## src/dtq_pkg.sv

```systemverilog
// ----------------------------------------------------------------------------
// dtq_pkg
// Shared types, sizes and status codes of the delta timer queue.
// ----------------------------------------------------------------------------
`default_nettype none

package dtq_pkg;

   localparam int ENTRIES    = 8;
   localparam int DELAY_BITS = 16;
   localparam int REQ_DELAY_W = 16;
   localparam int OWNER_W    = 8;
   localparam int STATUS_W   = 2;

   localparam logic [DELAY_BITS-1:0] DELAY_MAX = '1;

   localparam logic [STATUS_W-1:0] STATUS_NONE     = 2'd0;
   localparam logic [STATUS_W-1:0] STATUS_EXPIRED  = 2'd1;
   localparam logic [STATUS_W-1:0] STATUS_INSERTED = 2'd2;
   localparam logic [STATUS_W-1:0] STATUS_FULL     = 2'd3;

   localparam logic OP_TICK   = 1'b0;
   localparam logic OP_INSERT = 1'b1;

   typedef struct packed {
      logic                  valid;
      logic [DELAY_BITS-1:0] delta;
      logic [OWNER_W-1:0]    owner;
   } entry_type;

   typedef struct packed {
      logic                  act;
      logic                  carry;
      logic [DELAY_BITS-1:0] delta;
      logic [OWNER_W-1:0]    owner;
   } token_type;

   typedef struct packed {
      logic pop;
      logic decr;
   } cell_cmd_type;

   function automatic logic [DELAY_BITS-1:0] sat_delay(input logic [REQ_DELAY_W-1:0] d);
      logic [32:0] wide;
      wide = 33'(d);
      if (wide > 33'(DELAY_MAX)) begin
         wide = 33'(DELAY_MAX);
      end
      return DELAY_BITS'(wide);
   endfunction

endpackage

`default_nettype wire

```

## src/dtq_cell.sv

```systemverilog
// ----------------------------------------------------------------------------
// dtq_cell
// One place of the ordered timer list with the insert token stage in front.
// ----------------------------------------------------------------------------
`default_nettype none

module dtq_cell (
   input  wire logic                  clock,
   input  wire logic                  reset,
   input  wire dtq_pkg::cell_cmd_type cmd,
   input  wire dtq_pkg::entry_type    right_entry,
   input  wire dtq_pkg::token_type    tok_in,
   output dtq_pkg::token_type         tok_out,
   output dtq_pkg::entry_type         entry,
   output logic                       tok_busy
);

   dtq_pkg::entry_type entry_ff, entry_in;
   dtq_pkg::token_type tok_ff;

   always_comb begin
      entry_in = entry_ff;
      tok_out  = '0;
      if (cmd.pop) begin
         entry_in = right_entry;
      end else if (cmd.decr) begin
         entry_in.delta = entry_ff.delta - dtq_pkg::DELAY_BITS'(1);
      end else if (tok_ff.act) begin
         if (!tok_ff.carry && entry_ff.valid && (entry_ff.delta <= tok_ff.delta)) begin
            tok_out       = tok_ff;
            tok_out.delta = tok_ff.delta - entry_ff.delta;
         end else begin
            entry_in.valid = 1'b1;
            entry_in.delta = tok_ff.delta;
            entry_in.owner = tok_ff.owner;
            if (entry_ff.valid) begin
               tok_out.act   = 1'b1;
               tok_out.carry = 1'b1;
               tok_out.owner = entry_ff.owner;
               tok_out.delta = tok_ff.carry ? entry_ff.delta
                                            : entry_ff.delta - tok_ff.delta;
            end
         end
      end
   end

   always_ff @(posedge clock) begin
      if (reset) begin
         tok_ff         <= '0;
         entry_ff.valid <= 1'b0;
      end else begin
         tok_ff         <= tok_in;
         entry_ff.valid <= entry_in.valid;
      end
      entry_ff.delta <= entry_in.delta;
      entry_ff.owner <= entry_in.owner;
   end

   assign entry    = entry_ff;
   assign tok_busy = tok_ff.act;

endmodule

`default_nettype wire

```

## config.mk

```make
export PLATFORM = sky130hd
export DESIGN_NAME = dtq_cell
export DESIGN_NICKNAME = d
export VERILOG_FILES = /design/src/dtq_pkg.sv /design/src/dtq_cell.sv
export SDC_FILE = /design/constraint.sdc
export NUM_CORES = 1
export LEC_CHECK = 0
export BUFFER_PORTS_ARGS = -buffer_cell sky130_fd_sc_hd__buf_2
export CAP_MARGIN = 25
export CELL_PAD_IN_SITES_DETAIL_PLACEMENT = 0
export CELL_PAD_IN_SITES_GLOBAL_PLACEMENT = 1
export CORE_MARGIN = 4
export CORE_UTILIZATION = 40
export CTS_CLUSTER_SIZE = 30
export DETAILED_ROUTE_END_ITERATION = 10
export GPL_TIMING_DRIVEN = 0
export PLACE_DENSITY = 0.84
export RECOVER_POWER = 100
export SYNTH_ARGS = -nofsm -noshare
export SYNTH_HDL_FRONTEND = slang
export SYNTH_SLANG_ARGS = --single-unit
```

## constraint.sdc

```tcl
create_clock -name clock -period 4.8 [get_ports clock]
set_input_delay 1.44 -clock clock [delete_from_list [all_inputs] [get_ports clock]]
set_output_delay 1.44 -clock clock [all_outputs]
set_load 0.05 [all_outputs]
```

# ---- Word level (Yosys, flattened, before mapping)
# Cells that the tools add are included.
dict set report word_totals {
  ff_bits 51
  output_inout_bits 52
}
dict set report classes {
  n_addsub 3
  magnitude_cmp 1
  eq_ne 3
  n_mux 12
  reduce_logical 7
}
# cell n
set op_table {}
lappend op_table {{26-bit two-way mux} 5}
lappend op_table {{25-bit two-way mux} 3}
lappend op_table {{16-bit two-way mux} 2}
lappend op_table {{16-bit subtractor} 2}
lappend op_table {{16-bit less-or-equal comparator} 1}
lappend op_table {{16-bit by 1-bit subtractor with 16-bit output, second input constant} 1}
lappend op_table {{8-bit two-way mux} 1}
lappend op_table {{3-bit inequality test, second input constant} 1}
lappend op_table {{3-bit AND reduction} 1}
lappend op_table {{3-bit nonzero test} 1}
lappend op_table {{1-bit logical AND} 2}
lappend op_table {{2-bit by 1-bit inequality test with 1-bit output, second input constant} 1}
lappend op_table {{2-bit inequality test, second input constant} 1}
lappend op_table {{2-bit AND reduction} 1}
lappend op_table {{2-bit nonzero test} 1}
lappend op_table {{1-bit zero test} 1}
lappend op_table {{1-bit two-way mux} 1}

# ---- Longest topological paths before layout
# Gate-level depths: netlist of the first run.
dict set report logic_depth {
  depth_word 7
  ltp_mapped 12
  mapped_depth_nobuf 11
}

# ---- Least setup slack after synthesis of the first run
# Ideal clock, no wire load.
dict set report synth_path {
  kind {input port to output port}
  startpoint {in cmd[0] in the netlist's numbering}
  endpoint {out tok_out[14] in the netlist's numbering}
  t_arrival_ns 3.782
  t_required_ns 3.360
  path_slack_ns -0.422
  path_stages 7
  path_buffers 1
  path_cell_list {clkbuf_1 > nand2b_1 > nor2_1 > nand2_1 > inv_1 > nand2_1 > o21ai_0}
}
# item line_no
set synth_lines {}
lappend synth_lines {{start: declaration} dtq_cell.sv:10} ;# input wire dtq_pkg::cell_cmd_type cmd,
lappend synth_lines {{end: declaration} dtq_cell.sv:13} ;# output dtq_pkg::token_type tok_out,

==> results of run 1 <==
## what timing repair did
action	CTS	global route
resized for setup	4	20
hold endpoints to repair	0	0
setup buffers	1	13
setup endpoints to repair	19	20
pin swaps	0	2
## per-layer routing
metal	global-route usage [%]	wire length, microns	vias to the layer above
li1	-	-	2091
met5	0	0	-
met4	3.45	100	0
met1	28.9	6200	2027
met2	37.1	6720	169
met3	3.40	956	9
## how the worst max path moves through the flow
| stage | startpoint | endpoint | slack [ps] | depth (start not counted) |
|---|---|---|---|---|
| after floorplan | cmd[0] | tok_out[19] | -140 | 7 |
| after global placement | cmd[0] | tok_out[18] | -570 | 7 |
| after detailed placement | cmd[0] | tok_out[18] | -590 | 7 |
| after CTS | cmd[0] | tok_out[18] | 20 | 6 |
| after global routing | entry[8]$_DFFE_PP_ | tok_out[5] | 4 | 13 |
| final | entry[10]$_DFFE_PP_ | tok_out[12] | 120 | 12 |
## metrics by stage
stage | cell area (sq um) | setup TNS [ps]
4_1_cts | 5210 | 0
3_3_place_gp | 5090 | -4660
3_5_place_dp | 5090 | -4740
6_report | 5300 | 0
5_1_grt | 5300 | 0
2_1_floorplan | 4400 | -639
## synthesized netlist by cell type (all sizes together) (2+ instances only)
cell / instances / area share [%]
nand3: 16 / 1.8
a211o: 2 / 0.40
o41ai: 3 / 0.78
o21ai: 43 / 5.0
a21o: 7 / 1.2
o22ai: 4 / 0.72
dfxtp: 27 / 12
mux2i: 8 / 1.8
a21boi: 2 / 0.43
o21a: 9 / 1.6
clkbuf: 17 / 1.5
o221ai: 2 / 0.40
nor2b: 29 / 4.3
or3: 3 / 0.55
a21oi: 35 / 4.2
fa: 2 / 0.92
nand4: 7 / 1.2
o211ai: 3 / 0.52
and3: 4 / 0.58
o2111ai: 2 / 0.40
xor2: 9 / 1.8
ha: 33 / 9.5
inv: 41 / 3.5
a221oi: 2 / 0.40
nor3: 9 / 1.4
mux2: 9 / 2.3
edfxtp: 24 / 17
a211oi: 12 / 2.2
nor2: 37 / 3.4
buf: 16 / 2.4
nand2: 60 / 5.4
o31ai: 4 / 0.69
xnor2: 23 / 4.6
o31a: 4 / 1.0
a311oi: 2 / 0.40
and2: 3 / 0.43
## logic make-up (layout without fill, tap and decap cells)
kind of cell	Yosys count	after routing	share of synthesized area [%]
xor gates and xnor gates	32	32	6.45
AOI/OAI and AO/OA	146	146	22.5
muxes	17	17	4.18
adders and majority gates	35	35	10.4
and+or+nand+nor	173	173	20.0
DFF	51	51	29.0
buffers and inverters	75	198	7.51
## final cells by class
cell class	instances	area (sq um)	share of cell area (%)
buffer	30	169	3.18
clock buffer	5	68.8	1.30
clock inverter	3	38.8	0.731
inverter	42	158	2.97
multi-input combinational	403	2820	53.2
sequential	51	1260	23.8
tap	136	170	3.21
timing repair buffer	118	614	11.6
## power breakdown
| group | internal, W | leakage, nW | total [W] | switching, W |
|---|---|---|---|---|
| logic | 0.000264 | 1.76 | 0.000707 | 0.000443 |
| clock network | 0.000153 | 0.0556 | 0.000289 | 0.000137 |
| registers | 0.000496 | 0.475 | 0.000537 | 0.0000412 |
| total | 0.000912 | 2.29 | 0.00153 | 0.000621 |
## state kept, by name (all words and copies together), names as in the netlist
register  count
entry        25
tok_busy      1
tok_ff       25
==> summary.md, run 1 <==
| Metric | Value |
|---|---|
| CP arrival | `between 3000 and 4000 ps` |
| Relative slew slack | `45.5%` |
| Chip width | `around 110 microns` |
| FILL cells | `1112` |
| GRT Util Overall | `21.5%` |
| Core ar. | `10500 sq um` |
| Crit-path max cell delay | `around 460 ps` |
| Unrepaired setup endpoints after global routing | `no` |
| FMAX | `approximately 0.21 GHz` |
| Layout cells sized above 1 | `23.6%` |
| Slew Limit Fails | `0` |
| Bufs and invs on worst path | `4` |
| Final Hold Fails | `0` |
| Synth-to-Final Area Change | `22.1%` |
| R2r worst-path depth | `10` |
| Cell total after placement | `769` |
| Kind of critical path | `reg2out` |
| Clock Tree Buf Depth | `2` |
| Total power | `0.00153 W` |
| Std cell rows | `37` |
| Register area share after synthesis | `29.0%` |
| Top fanout value on the critical path | `10` |
| DP Worst Slack | `-589 ps` |
| Final HPWL DP | `11100 microns` |
| IO Count | `roughly 110` |
| Post-synth ARST share | `0%` |
| Post-route minimum period | `4680 ps` |
| Reg2reg end | `entry[0]$_DFFE_PP_` |
| Critical path's slowest cell | `edfxtp_1` |
| Hold buffers post-CTS | `0` |
| Peak supply drop | `238 uV` |
| Reg-to-reg critical path startpoint | `entry[8]$_DFFE_PP_` |
| Synthesized Nets | `619` |
| Critical Path End Type | `output port` |
| Wire per inst | `17.7 microns` |
| Starting Density | `just over 40%` |
| CP required | `about 3400 ps` |
| Vias in the first global route | `4244` |
| DR vias | `4296` |
| Root Buffer | `clkbuf_8` |
| CTS tree | `done` |
| Nets@finish | `741` |
| Gpl congestion | `0.903` |
| Die Ht | `between 100 and 150 microns` |
| Pwr dens | `289 nW/um^2` |
| Type of the most critical hold path | `reg2reg` |
| Antenna Nets Post-Route | `0` |
| H-tree depth | `2` |
| MaxCap Viol Count | `0` |
| Main synth FF type | `dfxtp_1` |
| Worst Tran Pin Value | `about 800 ps` |
| Clock latency on the worst-skew pair | `300 ps` |
| EDFF count, synth | `24` |
| Pin count of the biggest net entering global routing | `17` |
| HP Start | `tok_ff[6]$_SDFF_PP0_` |
| Critical Path Start Type | `flop` |
| Diode count | `0` |
| Hold Path End | `entry[6]$_DFFE_PP_` |
| Cells after synthesis | `529` |
| Worst path cell trace | `inv_1 -> ha_1 -> buf_6 -> nor2b_4 -> o31a_4 -> o21ai_2 -> o22ai_2 -> o41a_1 -> buf_6 -> or3_1 -> a21oi_2 -> clkbuf_4` |
| Most frequent CP cell | `buf_6` |
| Final worst setup slack | `122 ps` |
| Commonest non-fill, non-tap cell in the layout | `buf_2` |
| Post-layout util | `50.7%` |
| Yosys warning count | `0` |
| Hold Path Stages | `1` |
| Final-report setup violation count | `0` |
| Yosys cell types | `71` |
| Yosys reg bits | `51` |
| Mean Syn Cell Area | `around 8 sq um` |
| Most frequent cells in the layout | `buf_2, nand2_1, clkbuf_1` |
| Clk_skew | `4.53 ps` |
| Status | `completed` |
| TritonCTS Buffers | `5` |
| R2R Setup Slk | `1460 ps` |
| Input/output buffers | `104` |
| Antenna violations before repair | `0` |
| First-pass GRT wire length | `22000 microns` |
| Clock sink count | `51` |
| First drt pass iteration count | `5` |
| Clock Pin Slew Worst Setup and Hold Paths | `about 90 ps` |
| WHS | `565 ps` |
| Cell area after synthesis | `between 4000 and 5000 sq um` |
| Crit-path leading delay family | `compound AO/OA/AOI/OAI gates` |
| Leakage | `2.29 nW` |
| Via/cell ratio | `5.45` |
| Gr ovfl total | `0` |
| Non-Filler Instances | `788` |
| Fin crit share | `around 97%` |
| Final wirelength | `14000 microns` |
| DR iter-0 viols | `252` |
| DRC Markers | `0` |
| Die area | `between 10000 and 15000 sq um` |
No activity file was read; power rests on OpenSTA's default activity.
==> run 2: changes to the inputs <==
--- a/config.mk
+++ b/config.mk
@@ -10,11 +10,11 @@
 export CELL_PAD_IN_SITES_DETAIL_PLACEMENT = 0
 export CELL_PAD_IN_SITES_GLOBAL_PLACEMENT = 1
 export CORE_MARGIN = 4
-export CORE_UTILIZATION = 40
+export CORE_UTILIZATION = 36
 export CTS_CLUSTER_SIZE = 30
 export DETAILED_ROUTE_END_ITERATION = 10
 export GPL_TIMING_DRIVEN = 0
-export PLACE_DENSITY = 0.84
+export PLACE_DENSITY = 0.8
 export RECOVER_POWER = 100
 export SYNTH_ARGS = -nofsm -noshare
 export SYNTH_HDL_FRONTEND = slang
==> constraint.sdc (replaced) <==
create_clock -name clock -period 4 [get_ports clock]
set_input_delay 1.2 -clock clock [delete_from_list [all_inputs] [get_ports clock]]
set_output_delay 1.2 -clock clock [all_outputs]
set_load 0.05 [all_outputs]
==> run 2 against run 1 <==
Against the previous run:
- the flow now finishes with violations (negative setup slack)
- clock power rose by 45%
- critical path depth fell by 1
- non-clock buffer count rose by 41
- die area rose by 10%
- core utilization rose by 4.4 points
- sequential share of layout area fell by 4.1 points
- combinational power rose by 57%
- first-iteration DRC count fell by 17%
- setup slack got worse by 280 ps
- total power rose by 41%
- critical endpoint unchanged
- largest power group unchanged
==> summary.md, run 2 (same netlist as run 1, synthesis figures left out) <==
| Metric | Value |
|---|---|
| First drt pass iteration count | `5 (unchanged)` |
| Leakage | `2.63 nW (+15%)` |
| Chip width | `118 microns (+5.0%)` |
| Hold buffers post-CTS | `0 (unchanged)` |
| Relative slew slack | `29.0% (-16 points)` |
| Critical Path End Type | `output port` |
| H-tree depth | `2 (unchanged)` |
| GRT Util Overall | `22.2% (+0.68 points)` |
| Final-report setup violation count | `21 (+21)` |
| Unrepaired setup endpoints after global routing | `yes` |
| Final worst setup slack | `-163 ps (-285 ps)` |
| R2R Setup Slk | `700 ps (-760 ps)` |
| Diode count | `0 (unchanged)` |
| Type of the most critical hold path | `reg2reg` |
| DRC Markers | `0 (unchanged)` |
| Design Area, Final | `6400 sq um (+21%)` |
| CP arrival | `2960 ps (-280 ps)` |
| CTS tree | `done` |
| WHS | `572 ps (+6.77 ps)` |
| Clock sink count | `51 (unchanged)` |
| Input/output buffers | `104 (unchanged)` |
| Clock latency on the worst-skew pair | `290 ps (about the same)` |
| Post-route minimum period | `4160 ps` |
| Nets@finish | `782 (+5.5%)` |
| First-pass GRT wire length | `24800 microns (+12%)` |
| Most frequent cells in the layout | `buf_2, nand2_1, clkbuf_1, buf_4, o21ai_0` |
| Antenna Nets Post-Route | `0 (unchanged)` |
| Antenna violations before repair | `0 (unchanged)` |
| Clock Tree Buf Depth | `2 (unchanged)` |
| MaxCap Viol Count | `0 (unchanged)` |
| Kind of critical path | `reg2out` |
| Clk_skew | `4.47 ps (-0.0647 ps)` |
| Std cell rows | `39 (+5.4%)` |
| Clock Pin Slew Worst Setup and Hold Paths | `70 ps (-20 ps)` |
| Final Hold Fails | `0 (unchanged)` |
| Core ar. | `11600 sq um (+11%)` |
| CP required | `2800 ps (-560 ps)` |
| Root Buffer | `clkbuf_16` |
| IO Count | `107 (unchanged)` |
| FMAX | `0.240 GHz` |
| Status | `finished, violations left` |
| Via/cell ratio | `5.39 (-1.1%)` |
| DR vias | `4508 (+4.9%)` |
| Starting Density | `37.4% (-4.1 points)` |
| Peak supply drop | `261 uV (+9.7%)` |
| Pin count of the biggest net entering global routing | `17 (unchanged)` |
| Synth-to-Final Area Change | `47.3%` |
| Pwr dens | `338 nW/um^2 (+17%)` |
| Slew Limit Fails | `0 (unchanged)` |
| DR iter-0 viols | `209 (-17%)` |
| Final wirelength | `16100 microns (+15%)` |
| Worst Tran Pin Value | `1060 ps (+249 ps)` |
| Die area | `13900 sq um (+10%)` |
| Layout cells sized above 1 | `35.5% (+12 points)` |
| Die Ht | `118 microns (+5.0%)` |
| Vias in the first global route | `4611 (+8.6%)` |
| Gr ovfl total | `0 (unchanged)` |
| Final HPWL DP | `11500 microns (+4.2%)` |
| Violated checks | `negative setup slack` |
| Wire per inst | `19.2 microns (+8.2%)` |
| Fin crit share | `104%` |
| Critical Path Start Type | `flop` |
| Cell Area, Placed | `5340 sq um (+4.9%)` |
| Gpl congestion | `0.883 (-2.2%)` |
| TritonCTS Buffers | `5 (unchanged)` |
| Top fanout value on the critical path | `8 (-2)` |
[run 2: cell type report]
| class | count | area [sq um] |
|---|---|---|
| plain buffers | 30 | 213 |
| clock buffers | 6 | 129 |
| clock inverters | 2 | 11.3 |
| fillers | 1073 | 5210 |
| inverters | 42 | 159 |
| multi-input cells | 403 | 3320 |
| flip-flops and latches | 51 | 1260 |
| well taps | 143 | 179 |
| repair buffers | 159 | 1130 |
[run 2: metrics by stage]
stage / setup TNS (ps) / total power (W) / util, % / setup WS, ps / instances
floorplan: -3160 / 0.00131 / - / -203 / 529
global placement: -8140 / 0.00152 / 45.9 / -546 / 776
detailed placement: -8770 / 0.00152 / 45.9 / -571 / 776
CTS: -2860 / 0.00209 / 53.3 / -195 / 823
global route: -3950 / 0.00227 / 55.1 / -284 / 836
finish: -1880 / 0.00216 / 55.1 / -163 / 836
[run 2: what timing repair did]
| action | CTS | global route |
|---|---|---|
| endpoints found under the setup margin | 24 | 24 |
| resized for setup | 104 | 37 |
| setup buffers | 38 | 13 |
| endpoints found under the hold margin | 0 | 0 |
| pin swaps | 29 | 33 |
| cloned | 3 | 1 |
[run 2: final timing paths]
check / startpoint / depth (start not counted) / end
worst min-delay path: tok_ff[5]$_SDFF_PP0_ / 1 / entry[5]$_DFFE_PP_
worst max register to register: entry[8]$_DFFE_PP_ / 13 / entry[5]$_DFFE_PP_
worst max-delay path: entry[17]$_DFFE_PP_ / 11 / tok_out[12]
worst min register to register: tok_ff[5]$_SDFF_PP0_ / 1 / entry[5]$_DFFE_PP_
[run 2: worst max-delay path, cell delays in order (launching register included)]
cell	delay (ps)
edfxtp_1	370
inv_2	60
ha_1	300
buf_6	150
nand2_4	70
nor2_4	160
nand4_4	150
o41a_1	510
buf_6	170
or3_4	390
a21oi_4	140
buf_6	170
[run 2: where the power goes]
group	total (W)	switching [W]	internal, W
sequential	0.000633	0.0000385	0.000595
clock	0.000420	0.000188	0.000232
combinational	0.00111	0.000667	0.000442
total	0.00216	0.000893	0.00127
[run 2: layer usage]
layer  track usage, %  share of wire, %
met1             29.3                45
met2             36.7                46
met3             4.13               7.2
met4             6.89               1.8
met5                0                 0
==> run 3: changes to the inputs <==
--- a/config.mk
+++ b/config.mk
@@ -16,6 +16,8 @@
 export GPL_TIMING_DRIVEN = 0
 export PLACE_DENSITY = 0.8
 export RECOVER_POWER = 100
+export SETUP_SLACK_MARGIN = 0.1
+export SKIP_LAST_GASP = 1
 export SYNTH_ARGS = -nofsm -noshare
 export SYNTH_HDL_FRONTEND = slang
 export SYNTH_SLANG_ARGS = --single-unit
==> run 3 against run 2 <==
Against the previous run:
- cell area fell by 1.8%
- routed wire length fell by 4.2%
- fmax decreased by 0.58%
- clock-buffer cell count up 1
- highest routed layer unchanged
- non-clock buffer count is 6 lower
- sequential power hardly changed
- sequential cell count stayed put
- the run still ends with negative setup slack left
- largest cell class unchanged
- combinational power down 5%
- critical path depth rose by 3
- total power shrank 1.9%
==> summary.md, run 3 (same netlist as run 1, synthesis figures left out) <==
| Metric | Value |
|---|---|
| DP Worst Slack | `-556 ps (+15.0 ps)` |
| Post-route minimum period | `4190 ps (+24.2 ps)` |
| Core ar. | `11600 sq um (unchanged)` |
| FILL cells | `1093 (+1.9%)` |
| Most frequent cells in the layout | `buf_2, nand2_1, buf_4` |
| Slew Limit Fails | `0 (unchanged)` |
| CP required | `2800 ps (about the same)` |
| Input/output buffers | `104 (unchanged)` |
| Sequential Area | `1260 sq um (about the same)` |
| Critical Path Start Type | `flop` |
| Hold Path End | `entry[4]$_DFFE_PP_` |
| Wire per inst | `18.5 microns (-3.5%)` |
| Pin count of the biggest net entering global routing | `17 (unchanged)` |
| Diode count | `0 (unchanged)` |
| IO Count | `107 (unchanged)` |
| Peak supply drop | `318 uV (+22%)` |
| Die Ht | `118 microns (unchanged)` |
| Clock Tree Buf Depth | `2 (unchanged)` |
| Final HPWL DP | `11500 microns (-0.16%)` |
| Commonest non-fill, non-tap cell in the layout | `buf_2` |
| Hold buffers post-CTS | `0 (unchanged)` |
| Chip width | `118 microns (unchanged)` |
| Reg2reg end | `entry[11]$_DFFE_PP_` |
| Type of the most critical hold path | `reg2reg` |
| Worst Tran Pin Value | `934 ps (-130 ps)` |
| GRT Util Overall | `21.9% (-0.23 points)` |
| Die area | `13900 sq um (unchanged)` |
| Violated checks | `negative setup slack` |
| H-tree depth | `2 (unchanged)` |
| Kind of critical path | `reg2out` |
| R2R Setup Slk | `720 ps (+20 ps)` |
| Vias in the first global route | `4573 (-0.82%)` |
| Reg-to-reg critical path startpoint | `entry[8]$_DFFE_PP_` |
| TritonCTS Buffers | `5 (unchanged)` |
| CTS tree | `done` |
| Top fanout value on the critical path | `8 (unchanged)` |
| Pwr dens | `337 nW/um^2 (about the same)` |
| Antenna violations before repair | `0 (unchanged)` |
| WHS | `562 ps (-9.66 ps)` |
| Area of the multi-input gates | `3250 sq um (-1.9%)` |
| DR iter-0 viols | `220 (+5.3%)` |
| Clk_skew | `3.38 ps (-1.09 ps)` |
| Root Buffer | `clkbuf_16` |
| Final wirelength | `15400 microns (-4.2%)` |
| DRC Markers | `0 (unchanged)` |
| Layout cells sized above 1 | `35.1% (-0.42 points)` |
| Final-report setup violation count | `23 (+9.5%)` |
| Cell Area, Placed | `5340 sq um (about the same)` |
| Gpl congestion | `0.883 (about the same)` |
| Std cell rows | `39 (unchanged)` |
| Clock sink count | `51 (unchanged)` |
| Final worst setup slack | `-187 ps (-24.2 ps)` |
| Unrepaired setup endpoints after global routing | `yes` |
| Design Area, Final | `6290 sq um (-1.8%)` |
| Critical Path End Type | `output port` |
| Relative slew slack | `37.7% (+8.7 points)` |
| Antenna Nets Post-Route | `0 (unchanged)` |
| Clock latency on the worst-skew pair | `290 ps (about the same)` |
| FMAX | `0.239 GHz (-0.58%)` |
| Starting Density | `37.4% (unchanged)` |
| First drt pass iteration count | `5 (unchanged)` |
| Status | `finished, violations left` |
| CP arrival | `2990 ps (+30 ps)` |
| HP Start | `tok_ff[4]$_SDFF_PP0_` |
| Synth-to-Final Area Change | `44.7%` |
| Clock Pin Slew Worst Setup and Hold Paths | `60 ps (about the same)` |
| Via/cell ratio | `5.36 (-0.62%)` |
| Nets@finish | `776 (-0.77%)` |
| MaxCap Viol Count | `0 (unchanged)` |
| Hold Path Stages | `1 (unchanged)` |
| DR vias | `4448 (-1.3%)` |
| Setup tns final | `-2640 ps (-758 ps)` |
| R2r worst-path depth | `14 (+1)` |
| First-pass GRT wire length | `24600 microns (-0.59%)` |
| Fin crit share | `105% (+0.60 points)` |
| Gr ovfl total | `0 (unchanged)` |
| Leakage | `2.59 nW (-1.7%)` |
| Final Hold Fails | `0 (unchanged)` |
## run 3: worst max-delay path, stage by stage (launching register included)
cell	delay [ps]
edfxtp_1	400
buf_6	130
inv_4	30
ha_4	150
fa_2	370
nor2b_4	130
o31a_4	170
o21ai_4	70
o22ai_2	150
o41a_1	200
buf_6	190
buf_12	140
o211ai_1	160
a21oi_4	210
buf_6	170
## run 3: final cells by class
class,instances,share of cell area (%)
Clock buffer,7,2.27
Clock inverter,1,0.0796
Sequential cell,51,20.1
Tap cell,143,2.85
Timing Repair Buffer,152,17.0
Multi-Input combinational cell,403,51.8
Inverter,42,2.61
Buffer,31,3.32
## run 3: routing by layer
metal / global-route usage [%] / wire (microns) / vias to the layer above
li1: - / - / 2164
met1: 29.7 / 6930 / 2104
met2: 36.3 / 7170 / 167
met3: 3.80 / 1070 / 13
met4: 5.71 / 221 / 0
met5: 0 / 0 / -
## run 3: report_power, final
group / switching, W / internal, W
registers: 0.0000381 / 0.000595
logic: 0.000639 / 0.000419
clock network: 0.000182 / 0.000248
total: 0.000859 / 0.00126
## run 3: repair_timing
action	4_1_cts	5_1_grt
gates cloned	1	1
resized for setup	107	16
buffers inserted	37	9
pin swaps	15	21
endpoints found under the setup margin	24	24
## run 3: worst max-delay path by stage
stage                     cells past startpoint  slack, ps                from          end
final                                        14       -190  entry[8]$_DFFE_PP_  tok_out[11]
after global routing                         14       -270  entry[8]$_DFFE_PP_  tok_out[11]
after global placement                        7       -530              cmd[0]  tok_out[17]
after floorplan                              12       -200  entry[8]$_DFFE_PP_  tok_out[11]
after detailed placement                      7       -560              cmd[0]  tok_out[17]
after CTS                                    14       -150  entry[8]$_DFFE_PP_  tok_out[20]
## run 3: per-stage QoR
stage	instances	utilization [%]	power, W
final	830	54.1	0.00212
after global placement	776	46.0	0.00151
after detailed placement	776	46.0	0.00152
after floorplan	529	-	0.00131
after CTS	820	53.0	0.00209
after global routing	830	54.1	0.00224
